File: config.mk
export PLATFORM = sky130hd
export DESIGN_NAME = dedup_fifo_queue
export DESIGN_NICKNAME = d
export VERILOG_FILES = /design/src/rtl/dfq_pkg.sv /design/src/rtl/dfq_ctrl.sv /design/src/rtl/dfq_dpath.sv /design/src/rtl/dedup_fifo_queue.sv
export SDC_FILE = /design/constraint.sdc
export NUM_CORES = 1
export LEC_CHECK = 0
export BUFFER_PORTS_ARGS = -buffer_cell sky130_fd_sc_hd__buf_2
export CORE_MARGIN = 2
export CORE_UTILIZATION = 55
export CTS_BUF_LIST = sky130_fd_sc_hd__clkbuf_16
export CTS_CLUSTER_SIZE = 12
export DETAILED_ROUTE_END_ITERATION = 16
export GPL_TIMING_DRIVEN = 0
export PLACE_DENSITY_LB_ADDON = 0.15
export SLEW_MARGIN = 20
export SYNTH_ARGS = -nofsm -noshare
export SYNTH_HDL_FRONTEND = slang
export SYNTH_SLANG_ARGS = --single-unit
File: constraint.sdc
create_clock -name i_clk -period 4.81 [get_ports i_clk]
set_clock_uncertainty 0.05 [all_clocks]
set_input_delay 0.2405 -clock i_clk [delete_from_list [all_inputs] [get_ports i_clk]]
set_output_delay 0.2405 -clock i_clk [all_outputs]
set_load 0.005 [all_outputs]
File: src/rtl/dfq_pkg.sv
`timescale 1ns / 1ps
// ----------------------------------------------------------------------------
// dfq_pkg
// Shared constants, status codes and command type of the dedup FIFO queue.
// ----------------------------------------------------------------------------
package dfq_pkg;

    localparam int DEPTH     = 16;
    localparam int ITEM_BITS = 16;

    localparam int IDX_W = $clog2(DEPTH);
    localparam int CNT_W = $clog2(DEPTH + 1);

    // Fixed field widths on the ports
    localparam int VALUE_W  = 16;
    localparam int STATUS_W = 3;
    localparam int FILL_W   = 5;
    localparam int OUT_W    = 24;

    localparam logic [STATUS_W-1:0] ST_OK           = 3'd0;
    localparam logic [STATUS_W-1:0] ST_DUP_IGNORED  = 3'd1;
    localparam logic [STATUS_W-1:0] ST_DUP_REPLACED = 3'd2;
    localparam logic [STATUS_W-1:0] ST_POP_EMPTY    = 3'd3;
    localparam logic [STATUS_W-1:0] ST_PUSH_FULL    = 3'd4;

    localparam logic OP_PUSH = 1'b0;
    localparam logic OP_POP  = 1'b1;

    localparam logic POLICY_IGNORE = 1'b0;
    localparam logic POLICY_DELETE = 1'b1;

    // Register index of dup_policy
    localparam logic REG_DUP_POLICY = 1'b0;

    // Controller to datapath commands
    typedef struct packed {
        logic load;    // capture the accepted item
        logic search;  // compare against stored entries, hold match
        logic apply;   // update store and count, load result register
    } t_dp_cmd;

endpackage

File: src/rtl/dfq_ctrl.sv
`timescale 1ns / 1ps
// ----------------------------------------------------------------------------
// dfq_ctrl
// Sequencer: capture, search, apply; owns the result valid flag.
// ----------------------------------------------------------------------------
module dfq_ctrl (
    input  logic             i_clk,
    input  logic             i_rst_n,
    input  logic             i_in_valid,
    output logic             o_in_ready,
    output logic             o_out_valid,
    input  logic             i_out_ready,
    output dfq_pkg::t_dp_cmd o_cmd
);

    localparam logic [1:0] S_IDLE  = 2'd0;
    localparam logic [1:0] S_SRCH  = 2'd1;
    localparam logic [1:0] S_APPLY = 2'd2;

    logic [1:0] r_state;
    logic [1:0] n_state;
    logic       r_out_valid;
    logic       n_out_valid;
    logic       w_slot_free;

    assign w_slot_free = !r_out_valid || i_out_ready;
    assign o_in_ready  = (r_state == S_IDLE);
    assign o_out_valid = r_out_valid;

    always_comb begin
        n_state      = r_state;
        o_cmd        = '0;
        n_out_valid  = r_out_valid && !i_out_ready;
        unique case (r_state)
            S_IDLE: begin
                if (i_in_valid) begin
                    o_cmd.load = 1'b1;
                    n_state    = S_SRCH;
                end
            end
            S_SRCH: begin
                o_cmd.search = 1'b1;
                n_state      = S_APPLY;
            end
            S_APPLY: begin
                // hold until the result register can take the new item
                if (w_slot_free) begin
                    o_cmd.apply = 1'b1;
                    n_out_valid = 1'b1;
                    n_state     = S_IDLE;
                end
            end
            default: begin
                n_state = S_IDLE;
            end
        endcase
    end

    always_ff @(posedge i_clk) begin
        if (!i_rst_n) begin
            r_state     <= S_IDLE;
            r_out_valid <= 1'b0;
        end else begin
            r_state     <= n_state;
            r_out_valid <= n_out_valid;
        end
    end

endmodule

File: src/rtl/dfq_dpath.sv
`timescale 1ns / 1ps
// ----------------------------------------------------------------------------
// dfq_dpath
// Entry registers, parallel equality search, close-up/append and result.
// ----------------------------------------------------------------------------
module dfq_dpath (
    input  logic                           i_clk,
    input  logic                           i_rst_n,
    input  dfq_pkg::t_dp_cmd               i_cmd,
    input  logic                           i_op,
    input  logic [dfq_pkg::VALUE_W-1:0]    i_value,
    input  logic                           i_dup_policy,
    output logic [dfq_pkg::VALUE_W-1:0]    o_pop_value,
    output logic [dfq_pkg::STATUS_W-1:0]   o_status,
    output logic                           o_is_empty,
    output logic [dfq_pkg::FILL_W-1:0]     o_fill_count
);

    logic [dfq_pkg::ITEM_BITS-1:0] r_store [dfq_pkg::DEPTH];
    logic [dfq_pkg::ITEM_BITS-1:0] n_store [dfq_pkg::DEPTH];
    logic [dfq_pkg::CNT_W-1:0]     r_cnt;
    logic [dfq_pkg::CNT_W-1:0]     n_cnt;

    logic                          r_op;
    logic [dfq_pkg::ITEM_BITS-1:0] r_value;
    logic                          r_found;
    logic [dfq_pkg::IDX_W-1:0]     r_pos;
    logic                          w_found;
    logic [dfq_pkg::IDX_W-1:0]     w_pos;

    logic                          w_rm;
    logic [dfq_pkg::IDX_W-1:0]     w_rm_pos;
    logic                          w_app;
    logic [dfq_pkg::CNT_W-1:0]     w_cnt1;
    logic [dfq_pkg::STATUS_W-1:0]  w_status;
    logic [dfq_pkg::ITEM_BITS-1:0] w_popped;

    logic [dfq_pkg::VALUE_W-1:0]   r_pop_value;
    logic [dfq_pkg::STATUS_W-1:0]  r_status;
    logic [dfq_pkg::CNT_W-1:0]     r_fill;

    // Lowest matching valid entry wins
    always_comb begin
        w_found = 1'b0;
        w_pos   = '0;
        for (int i = dfq_pkg::DEPTH - 1; i >= 0; i--) begin
            if ((dfq_pkg::CNT_W'(i) < r_cnt) && (r_store[i] == r_value)) begin
                w_found = 1'b1;
                w_pos   = dfq_pkg::IDX_W'(i);
            end
        end
    end

    // Remove (pop front or old duplicate), then append at the back
    always_comb begin
        w_status = dfq_pkg::ST_OK;
        w_rm     = 1'b0;
        w_rm_pos = '0;
        w_app    = 1'b0;
        w_popped = '0;
        if (r_op == dfq_pkg::OP_POP) begin
            if (r_cnt == '0) begin
                w_status = dfq_pkg::ST_POP_EMPTY;
            end else begin
                w_rm     = 1'b1;
                w_popped = r_store[0];
            end
        end else if (r_found && (i_dup_policy == dfq_pkg::POLICY_IGNORE)) begin
            w_status = dfq_pkg::ST_DUP_IGNORED;
        end else begin
            if (r_found) begin
                w_rm     = 1'b1;
                w_rm_pos = r_pos;
                w_status = dfq_pkg::ST_DUP_REPLACED;
            end
        end
        w_cnt1 = r_cnt - dfq_pkg::CNT_W'(w_rm);
        if ((r_op == dfq_pkg::OP_PUSH) && (w_status != dfq_pkg::ST_DUP_IGNORED)) begin
            if (w_cnt1 < dfq_pkg::CNT_W'(dfq_pkg::DEPTH)) begin
                w_app = 1'b1;
            end else begin
                w_status = dfq_pkg::ST_PUSH_FULL;
            end
        end
        n_cnt = w_cnt1 + dfq_pkg::CNT_W'(w_app);
    end

    always_comb begin
        for (int i = 0; i < dfq_pkg::DEPTH; i++) begin
            n_store[i] = r_store[i];
            if (w_rm && (dfq_pkg::IDX_W'(i) >= w_rm_pos) && (i < dfq_pkg::DEPTH - 1)) begin
                n_store[i] = r_store[(i + 1) % dfq_pkg::DEPTH];
            end
            if (w_app && (dfq_pkg::CNT_W'(i) == w_cnt1)) begin
                n_store[i] = r_value;
            end
        end
    end

    always_ff @(posedge i_clk) begin
        if (i_cmd.load) begin
            r_op    <= i_op;
            r_value <= i_value[dfq_pkg::ITEM_BITS-1:0];
        end
        if (i_cmd.search) begin
            r_found <= w_found;
            r_pos   <= w_pos;
        end
        if (i_cmd.apply) begin
            r_store     <= n_store;
            r_pop_value <= dfq_pkg::VALUE_W'(w_popped);
            r_status    <= w_status;
            r_fill      <= n_cnt;
        end
    end

    always_ff @(posedge i_clk) begin
        if (!i_rst_n) begin
            r_cnt <= '0;
        end else if (i_cmd.apply) begin
            r_cnt <= n_cnt;
        end
    end

    assign o_pop_value  = r_pop_value;
    assign o_status     = r_status;
    assign o_is_empty   = (r_fill == '0);
    assign o_fill_count = dfq_pkg::FILL_W'(r_fill);

endmodule

File: src/rtl/dedup_fifo_queue.sv
`timescale 1ns / 1ps
// ----------------------------------------------------------------------------
// dedup_fifo_queue
// FIFO of item values that never holds two equal entries, with push/pop
// items in and one result item out per input item.
// ----------------------------------------------------------------------------
//
//  channel    | direction | tdata                              | tuser
//  -----------+-----------+------------------------------------+-------------
//  s_axis     | in        | [15:0] item_value                  | [0] operation
//  m_axis     | out       | [15:0] pop_value, [16] is_empty,   | [2:0] status
//             |           | [21:17] fill_count, [23:22] zero   |
//  APB        | config    | 0x0 dup_policy (bit 0)             | -
//
//  An item passes through capture, search (parallel equality compare of all
//  entries against the value), apply (close-up shift plus append). One item
//  is in work at a time; the input is ready again once the apply finishes.
//  The result register decouples the output: a new item is accepted while a
//  result waits, and only the apply step stalls on a full result register.
//  Reset (synchronous, active low) empties the queue and sets ignore-new mode;
//  no clearing pass is needed, since entries at or beyond the count are
//  never read.
//
module dedup_fifo_queue (
    input  logic        i_clk,
    input  logic        i_rst_n,

    // Input items
    input  logic        s_axis_tvalid,
    output logic        s_axis_tready,
    input  logic [15:0] s_axis_tdata,    // [15:0] item_value
    input  logic        s_axis_tuser,    // [0] operation

    // Result items
    output logic        m_axis_tvalid,
    input  logic        m_axis_tready,
    output logic [23:0] m_axis_tdata,    // [15:0] pop_value, [16] is_empty,
                                         // [21:17] fill_count, [23:22] zero
    output logic [2:0]  m_axis_tuser,    // [2:0] status

    // Configuration
    input  logic        psel,
    input  logic        penable,
    input  logic        pwrite,
    input  logic [2:0]  paddr,
    input  logic [31:0] pwdata,
    output logic [31:0] prdata,
    output logic        pready
);

    dfq_pkg::t_dp_cmd                w_cmd;
    logic                            r_dup_policy;
    logic [dfq_pkg::VALUE_W-1:0]     w_pop_value;
    logic [dfq_pkg::STATUS_W-1:0]    w_status;
    logic                            w_is_empty;
    logic [dfq_pkg::FILL_W-1:0]      w_fill_count;
    logic                            w_reg_sel;

    // Register index comes from the word address; byte offset is ignored
    assign w_reg_sel = (paddr[2] == dfq_pkg::REG_DUP_POLICY);
    assign pready    = 1'b1;
    assign prdata    = w_reg_sel ? {31'd0, r_dup_policy} : 32'd0;

    // Keep only the low bit of the written word
    always_ff @(posedge i_clk) begin
        if (!i_rst_n) begin
            r_dup_policy <= dfq_pkg::POLICY_IGNORE;
        end else if (psel && penable && pwrite && pready && w_reg_sel) begin
            r_dup_policy <= pwdata[0];
        end
    end

    dfq_ctrl u_ctrl (
        .i_clk       (i_clk),
        .i_rst_n     (i_rst_n),
        .i_in_valid  (s_axis_tvalid),
        .o_in_ready  (s_axis_tready),
        .o_out_valid (m_axis_tvalid),
        .i_out_ready (m_axis_tready),
        .o_cmd       (w_cmd)
    );

    dfq_dpath u_dpath (
        .i_clk        (i_clk),
        .i_rst_n      (i_rst_n),
        .i_cmd        (w_cmd),
        .i_op         (s_axis_tuser),
        .i_value      (s_axis_tdata),
        .i_dup_policy (r_dup_policy),
        .o_pop_value  (w_pop_value),
        .o_status     (w_status),
        .o_is_empty   (w_is_empty),
        .o_fill_count (w_fill_count)
    );

    // Pack the result fields, lowest field first, pad to whole bytes
    assign m_axis_tdata = {2'b00, w_fill_count, w_is_empty, w_pop_value};
    assign m_axis_tuser = w_status;

endmodule

# After elaboration in Yosys (flattened, before gate mapping)
# Index checks and enable logic that the tools add are counted.
totals:
  inputBits: 59
  reg_bits: 311
  elab_cells: 272
op_classes:
  magnitude_cmp: 32
  bitwise_logic: 3
  eq_ne: 36
  muxes: 72
  add_sub_neg: 2
  reduce_logical: 97
op_table:
  columns: ["operator", "n"]
  rows:
  - ["16-bit 2-to-1 mux", 30]
  - ["16-bit equality test", 16]
  - ["1-bit logical AND", 53]
  - ["4-bit 2-to-1 mux", 11]
  - ["4-bit by 5-bit equality test with 1-bit output, first input constant", 8]
  - ["4-bit by 5-bit < comparator with 1-bit output, first input constant", 8]
  - ["2-bit AND reduction", 17]
  - ["2-bit nonzero test", 15]
  - ["4-bit >= comparator, first input constant", 7]
  - ["3-bit 2-to-1 mux", 8]
  - ["3-bit by 5-bit equality test with 1-bit output, first input constant", 4]
  - ["3-bit by 5-bit < comparator with 1-bit output, first input constant", 4]
  - ["3-bit by 4-bit >= comparator with 1-bit output, first input constant", 4]
  - ["1-bit 2-to-1 mux", 16]
  - ["5-bit logical NOT", 3]
  - ["15-bit OR reduction", 1]
  - ["2-bit 2-to-1 mux", 6]
  - ["2-bit by 5-bit equality test with 1-bit output, first input constant", 2]
  - ["1-bit by 5-bit < comparator with 1-bit output, first input constant", 2]
  - ["2-bit by 5-bit < comparator with 1-bit output, first input constant", 2]
  - ["1-bit by 4-bit >= comparator with 1-bit output, first input constant", 2]
  - ["2-bit by 4-bit >= comparator with 1-bit output, first input constant", 2]
  - ["8-bit OR reduction", 1]
  - ["2-bit case mux with 3 select lines", 1]
  - ["other kinds (15)", 19]

# Depth between registers and ports, before layout
# Gate-level depths: netlist of run 1.
depth:
  ltp_word: 17
  ltp_mapped: 17
  depth_no_buf: 16

# Hierarchy
# Synthesis of run 1 repeated with hierarchy kept, for this count alone.
unflattened:
  cells_unflattened: 1222
  area_unflattened_um2: 16948.8
by_module_without_submodules:
  columns: ["module", "area_per_inst_um2", "instances", "cells_each"]
  rows:
  - ["dfq_dpath", 16472.0, 1, 1166]
  - ["dedup_fifo_queue", 337.8, 1, 43]
  - ["dfq_ctrl", 138.9, 1, 13]

# Worst setup path before layout of run 1
# Ideal clock, no wire load.
synth_path:
  path_kind: "register -> register"
  from: "register u_dpath.r_cnt[4] (netlist name)"
  to: "register u_dpath.r_store[80] (netlist name), enable pin"
  arrival_time_ps: 4099
  setup_slack_ps: 267
  path_buffers: 2
  synth_period_minus_slack_ps: 4543
  stages_incl_launch_ff: 15
  required_ps: 4366
  path_cell_list: "dfxtp_1 > or2_2 > nor2_1 > nand2_1 > and2_1 > or2_2 > clkbuf_1 > ha_1 > ha_1 > xnor2_1 > nand2_1 > nor2_2 > buf_4 > inv_1 > a21oi_1"
synth_via:
  elab_chain_cells: 10
  word_cells_on_any_way: 16
  cone_classes: "add/sub: 1; order compare: 1; eq/ne: 2; mux: 6; reduce/logical: 6"
synth_rtl:
  columns: ["item", "line_no", "text"]
  rows:
  - ["start: declaration", "dfq_dpath.sv:21", "logic [dfq_pkg::CNT_W-1:0] r_cnt;"]
  - ["start signal: assignment", "dfq_dpath.sv:121", "r_cnt <= n_cnt;"]
  - ["5-bit logical NOT", "dfq_dpath.sv:62", "if (r_cnt == '0) begin"]
  - ["1-bit 2-to-1 mux", "dfq_dpath.sv:62", null]
  - ["1-bit 2-to-1 mux", "dfq_dpath.sv:61", "if (r_op == dfq_pkg::OP_POP) begin"]
  - ["5-bit by 1-bit subtractor with 5-bit output", "dfq_dpath.sv:77", "w_cnt1 = r_cnt - dfq_pkg::CNT_W'(w_rm);"]
  - ["5-bit < comparator", "dfq_dpath.sv:79", "if (w_cnt1 < dfq_pkg::CNT_W'(dfq_pkg::DEPTH)) begin"]
  - ["1-bit 2-to-1 mux", "dfq_dpath.sv:79", null]
  - ["1-bit 2-to-1 mux", "dfq_dpath.sv:78", "if ((r_op == dfq_pkg::OP_PUSH) && (w_status != dfq_pkg::ST_DUP_IGNORED)) begin"]
  - ["1-bit logical AND", "dfq_dpath.sv:94", "if (w_app && (dfq_pkg::CNT_W'(i) == w_cnt1)) begin"]
  - ["2-bit nonzero test (no line) (*)", null, null]
  - ["2-bit AND reduction (no line) (*)", null, null]
  - ["end signal: assignment", "dfq_dpath.sv:110", "r_store <= n_store;"]
  - ["end: declaration", "dfq_dpath.sv:19", "logic [dfq_pkg::ITEM_BITS-1:0] r_store [dfq_pkg::DEPTH];"]
# Mark *: on every way between the ends. The rest lies on a longest branch, timed or not.
# A chain may end at the register's enable or synchronous reset.

# Worst setup path in the final report of run 1
layout_path:
  from: "register u_dpath.r_cnt[4] (netlist name)"
  to: "register u_dpath.r_store[255] (netlist name), enable pin"
# The elaborated chain is that of the path after synthesis.

==> impl_metrics.yaml, run 1 <==
timing:
  setup_tns_ns: 0
  final_max_slew_viol_count: 0
  setup_viol: 0
  worst-slew-pin-transition_ns: 1.02
  fin_crit_ns: 4.56
  rsz0062_at_grt: "false"
  maxSlewHeadroom_pct: 31.5
  hold_viol_final: 0
  max_freq_ghz: 0.219
  post-route-period-util_pct: 94.9
placed_design:
  hpwl_mm: 32.5
  gp_congestion: 0.973
  place_inst: 1714
  portBuffers: 53
synthesis:
  synth_edf_count: 302
  yosysTopAreaCellShare_pct: 54.3
  ys_seq_area_share_pct: 55.4
  synth-seq-cells: 311
  syn_area_um2: 16700
  avgSynthCellArea_um2: 13.5
  synth_area_leader_cell: "edfxtp_1"
  synth_cells: 1235
  synthTopCellsByArea: "edfxtp_1 (54%), mux2_2 (14%), xor2_1 (8.4%)"
  yosys_warnings: 0
  async_flop_share_pct: 0
  synthDistinctLibCells: 49
  synth-main-ff-cell: "edfxtp_1"
global_route:
  grt_pass1_vias: 10800
  antenna_found_initial: 1
  grt_overflow: 0
  grt_use_total_pct: 28.8
  grt_max_degree: 30
  grt_first_pass_wirelength_mm: 66.5
setup_path:
  start_kind: "flop"
  rr_endpoint: "u_dpath.r_store[255]"
  path_cells: "or2_2 -> nor2_1 -> nand2_1 -> and2_1 -> or2_2 -> ha_1 -> ha_1 -> nand2_1 -> xnor2_1 -> nor3_4 -> nand3_2 -> nor2_4 -> buf_4 -> a21oi_1 -> nor2_4 -> buf_12"
  slowest_delay_ns: 0.41
  path_class: "flop to flop"
  cp_slowest_cell: "or2_2"
  end_kind: "flop"
  reg2reg_depth: 16
  reg2reg_from: "u_dpath.r_cnt[4]"
  path_max_fanout: 16
  crit_arrival_ns: 4.74
  rrSetupSlack_ns: 0.25
  cp.required_ns: 4.98
  path_delay_family: "simple AND/OR/NAND/NOR gates"
  worst-path-buf-inv: 2
clock_tree:
  clock_latency_ns: 0.54
  clockRootBuffer: "clkbuf_16"
  cts_tree: "done"
  path_clk_slew_ns: 0.06
  cts_sinks: 311
  numCtsBuffers: 35
  max-clock-path-buffers: 3
  htreeDepth: 2
routing:
  viasPerCell: 5.86
  wl_per_cell_um: 24.7
  postRouteWirelength_mm: 45.0
  route.detailed.drc: 0
  via_count: 10673
  antenna_left: 0
  first_pass_iters: 5
  drt-initial-drc-count: 1088
die:
  fp.dieH_um: 178
  dieArea_um2: 31800
  pin_count: 121
  start_util_pct: 56.0
  num_rows: 63
  die_w_um: 178
  coreArea_um2: 29800
worst_hold_path:
  worstHoldStart: "s_axis_tdata[2]"
  min_to: "u_dpath.r_value[2]"
  hold_path_depth: 2
  worstHoldPathType: "primary input to flop"
power:
  power_density_nw_per_um2: 302
  p_leak_uw: 0.00674
  max-vdd-ir-drop_uv: 266
  finalPower_uw: 5850
final_layout:
  fin_cells: 1821
  nets: 1469
  fill_cells: 2280
  area_growth_pct: 15.9
  drive_gt1_share_pct: 31.9
  antenna_cells: 0
run:
  max-cap-violations: 0
status:
  status: "completed"
## routing by layer
metal,global-route usage [%],up-vias,wire length (µm)
met4,14.2,0,2260
li1,-,4784,-
met2,46.2,508,20900
met3,5.18,110,3430
met1,37.7,5271,18400
met5,0,-,0
## cell families (layout without fill, tap and decap cells)
logic type      count (synthesis)  in the layout  synth area share (%)
compound gates                 59             59                  2.22
xor+xnor                      264            264                  13.9
fa+ha+maj                       4              4                 0.300
buf+inv                       137            301                  4.44
flops                         311            311                  55.4
mux                           242            242                  16.3
other cells                     2             34                0.0450
simple gates                  216            216                  7.39
## cell type report
| type | count | area, µm² | share of cell area [%] |
|---|---|---|---|
| multi-input cells | 819 | 7000 | 36.2 |
| inverters | 10 | 37.5 | 0.194 |
| well taps | 390 | 488 | 2.52 |
| clock inverters | 26 | 121 | 0.627 |
| repair buffers | 103 | 848 | 4.38 |
| plain buffers | 126 | 702 | 3.63 |
| flip-flops and latches | 311 | 9250 | 47.8 |
| clock buffers | 36 | 901 | 4.66 |
## synthesized netlist by cell type, drive strengths merged, types with 2 or more instances
master / n
a21oi: 21
nor2: 44
xnor2: 102
xor2: 162
a31oi: 3
mux2i: 2
conb: 2
nand4: 32
nand2: 31
and3: 19
buf: 87
and2: 2
inv: 10
o21ai: 10
a21boi: 7
o311ai: 2
or2: 5
edfxtp: 302
nor3: 11
a211oi: 2
dfxtp: 9
o21a: 2
o211ai: 4
nor4: 40
mux2: 240
nor2b: 7
nand3: 17
nand2b: 4
clkbuf: 40
and4: 2
ha: 4
## per-stage QoR
stage                     setup WS, ns  utilization, %  hold WS (ns)  area (µm²)
after floorplan                  0.267               -         0.289       16800
final                            0.247            64.9         0.369       19300
after CTS                      -0.0567            64.5         0.351       19200
after global routing           0.00798            64.9         0.370       19300
after global placement           -1.09            59.0         0.367       17600
after detailed placement        -0.630            59.3         0.369       17700
## repair_timing
item	in CTS	in global routing
setup endpoints to repair	259	366
gates resized for setup	22	3
hold buffers	22	0
setup buffers	14	10
pin swaps	11	6
hold endpoints to repair	25	0
## registers in the layout (all words and copies together) (netlist names), 2 cells and up
name and count:
u_dpath.r_value 16, u_dpath.o_pop_value 16, u_dpath.o_fill_count 5, u_dpath.o_status 3, u_dpath.r_cnt 5, u_dpath.r_store 256, u_ctrl.r_state 2, u_dpath.r_pos 4
## power breakdown
group / leakage, µW / switching (µW) / internal [µW] / total (µW)
Sequential: 0.00282 / 12.3 / 2960 / 2970
Clock: 0.000547 / 1080 / 1350 / 2430
Combinational: 0.00337 / 284 / 155 / 439
Total: 0.00674 / 1380 / 4470 / 5850
## worst max path at each step
stage,startpoint,to,slack [ns],depth (start not counted)
after floorplan,u_dpath.r_cnt[4],u_dpath.r_store[80],0.27,14
after global placement,u_dpath.r_cnt[4],u_dpath.r_store[126],-1.09,14
after detailed placement,u_dpath.r_cnt[4],u_dpath.r_store[102],-0.63,14
after CTS,u_dpath.r_cnt[4],u_dpath.r_store[243],-0.06,16
after global routing,u_dpath.r_cnt[4],u_dpath.r_store[249],0.008,16
final,u_dpath.r_cnt[4],u_dpath.r_store[255],0.25,16
## cells in the final DEF (no fill, tap or decap), types with 5 or more instances in the layout
| cell | n |
|---|---|
| and3_1 | 19 |
| buf_12 | 11 |
| clkbuf_1 | 38 |
| buf_2 | 91 |
| buf_4 | 61 |
| a21oi_1 | 16 |
| or2_2 | 5 |
| clkinv_1 | 9 |
| conb_1 | 34 |
| dlygate4sd3_1 | 22 |
| nand4_1 | 32 |
| edfxtp_1 | 302 |
| mux2_2 | 207 |
| mux2_1 | 33 |
| nor2_1 | 21 |
| xor2_1 | 161 |
| nand3_1 | 11 |
| o21ai_0 | 10 |
| a21boi_0 | 7 |
| nor2b_1 | 7 |
| nand2_1 | 31 |
| dfxtp_1 | 9 |
| clkbuf_16 | 36 |
| xnor2_1 | 101 |
| inv_1 | 23 |
| nor3_1 | 10 |
| nor4_1 | 40 |
| nor2_4 | 21 |
Power figures use the tool's default switching activity.
==> run 2: changes to the inputs <==
--- a/config.mk
+++ b/config.mk
@@ -13,6 +13,7 @@
 export DETAILED_ROUTE_END_ITERATION = 16
 export GPL_TIMING_DRIVEN = 0
 export PLACE_DENSITY_LB_ADDON = 0.15
+export RECOVER_POWER = 100
 export SLEW_MARGIN = 20
 export SYNTH_ARGS = -nofsm -noshare
 export SYNTH_HDL_FRONTEND = slang
==> run 2 against run 1 <==
  * Die area did not move
  * Power decreased by 0.17%
  * First-iteration DRC count decreased by 0.18%
  * Highest routed layer unchanged
  * Sequential share of layout area increased by 0.35 points
  * Final cell count stayed put
  * Largest power group unchanged
==> impl_metrics.yaml, run 2 (same netlist as run 1, synthesis figures left out) <==
power:
  finalPower_uw: 5840
  combPwrFrac_pct: 7.4
  p_leak_uw: 0.00663
  power_density_nw_per_um2: 304
  pwr-share-clk_pct: 41.6
  max-vdd-ir-drop_uv: 264
  pwr-share-seq_pct: 51.0
  switching_share_pct: 23.5
  p_int_uw: 4470
  power_switching_uw: 1370
die:
  die_w_um: 178
  fp.dieH_um: 178
  coreArea_um2: 29800
  start_util_pct: 56.0
  pin_count: 121
  dieArea_um2: 31800
  num_rows: 63
placed_design:
  portBuffers: 53
  hpwl_mm: 32.5
  gp_congestion: 0.973
  dp_slack_ns: -0.630
setup_path:
  end_kind: "flop"
  path_class: "flop to flop"
  path_max_fanout: 10
  start_kind: "flop"
  crit_arrival_ns: 4.77
  cp.required_ns: 4.99
clock_tree:
  path_clk_slew_ns: 0.06
  cts_sinks: 311
  clock_latency_ns: 0.54
  htreeDepth: 2
  clockRootBuffer: "clkbuf_16"
  cts_tree: "done"
  max-clock-path-buffers: 3
  numCtsBuffers: 35
global_route:
  grt_use_total_pct: 28.8
  grt_first_pass_wirelength_mm: 66.5
  antenna_found_initial: 1
  grt_pass1_vias: 10800
  grt_max_degree: 30
  grt_overflow: 0
timing:
  worst_slack_ns: 0.218
  hold_viol_final: 0
  post-route-period-util_pct: 95.5
  final_max_slew_viol_count: 0
  setup_viol: 0
  rsz0062_at_grt: "false"
  worst-slew-pin-transition_ns: 1.22
  timing.hold.ws_ns: 0.367
  fin_crit_ns: 4.59
  maxSlewHeadroom_pct: 18.4
  max_freq_ghz: 0.218
routing:
  wl_per_cell_um: 24.6
  antenna_left: 0
  drt-initial-drc-count: 1086
  viasPerCell: 5.84
  postRouteWirelength_mm: 44.9
  via_count: 10637
  first_pass_iters: 7
  route.detailed.drc: 0
final_layout:
  layout_commonest_cell: "edfxtp_1"
  nets: 1469
  fill_cells: 2303
  largest_register_ffs: 256
  final_cell_mix: "edfxtp_1 (302), mux2_2 (196), xor2_1 (161)"
  area_growth_pct: 15.1
  antenna_cells: 0
  regMostFlops: "u_dpath.r_store"
  drive_gt1_share_pct: 29.2
status:
  status: "completed"
worst_hold_path:
  worstHoldPathType: "primary input to flop"
run:
  max-cap-violations: 0
[run 2: cell count changes in the layout (fill, tap and decap cells not counted), moves of 9 or more]
cell      change
buf_12        -9
buf_2        -27
buf_4         -9
clkbuf_1     +27
mux2_1       +11
mux2_2       -11
[run 2: repair_timing]
action | in CTS | in global routing
buffers inserted | 14 | 10
endpoints found under the setup margin | 259 | 366
pin swaps | 11 | 6
hold buffers | 22 | 0
hold endpoints to repair | 25 | 0
gates resized for setup | 22 | 3
[run 2: stage by stage]
step	std cells	cell area, µm²	setup TNS, ns	util, %
2_1_floorplan	1267	16800	0	-
6_report	1821	19200	0	64.5
3_3_place_gp	1710	17600	-180.64	59.0
5_1_grt	1821	19200	0	64.5
4_1_cts	1812	19200	-1.07	64.5
3_5_place_dp	1714	17700	-89.23	59.3
[run 2: power groups by stage]
stage                     Combinational (µW)  Sequential (µW)  Clock [µW]
after CTS                                430             2970        2460
after global placement                   404             3030           0
after floorplan                          265             3030           0
after detailed placement                 409             3030           0
final                                    435             2980        2430
after global routing                     460             2980        2560
[run 2: worst paths after layout]
path / from / end / slack (ns) / cells after the start
setup / recovery: u_dpath.r_cnt[4] / u_dpath.r_store[248] / 0.22 / 14
hold / removal: s_axis_tdata[9] / u_dpath.r_value[9] / 0.37 / 2
setup reg to reg: u_dpath.r_cnt[4] / u_dpath.r_store[248] / 0.22 / 14
hold reg to reg: u_dpath.r_value[14] / u_dpath.r_store[14] / 0.40 / 0
[run 2: layout make-up]
type	instances	area, µm²	share of cell area, %
buffer	126	699	3.64
clock buffer	36	901	4.69
clock inverter	26	121	0.632
inverter	10	37.5	0.195
multi-input combinational	819	6980	36.4
sequential	311	9250	48.1
tap	390	488	2.54
timing repair buffer	103	729	3.80
[run 2: worst max-delay path: stages, from the launching register on]
cell     delay (ns)
dfxtp_1        0.33
or2_2          0.37
nor2_1         0.20
nand2_1        0.22
and2_1         0.29
or2_2          0.42
ha_1           0.24
ha_1           0.24
nand2_1        0.09
xnor2_1        0.16
nor3_4         0.31
nand3_2        0.30
nor2_4         0.34
buf_4          0.27
mux2_1         0.45
[run 2: metal layers]
layer | vias up | part of all wire (%) | wire length, µm | track usage, %
met5 | - | 0 | 0 | 0
met4 | 0 | 4.9 | 2200 | 14.2
met2 | 487 | 47 | 21000 | 46.2
met3 | 112 | 7.7 | 3440 | 5.18
li1 | 4779 | - | - | -
met1 | 5259 | 41 | 18300 | 37.7
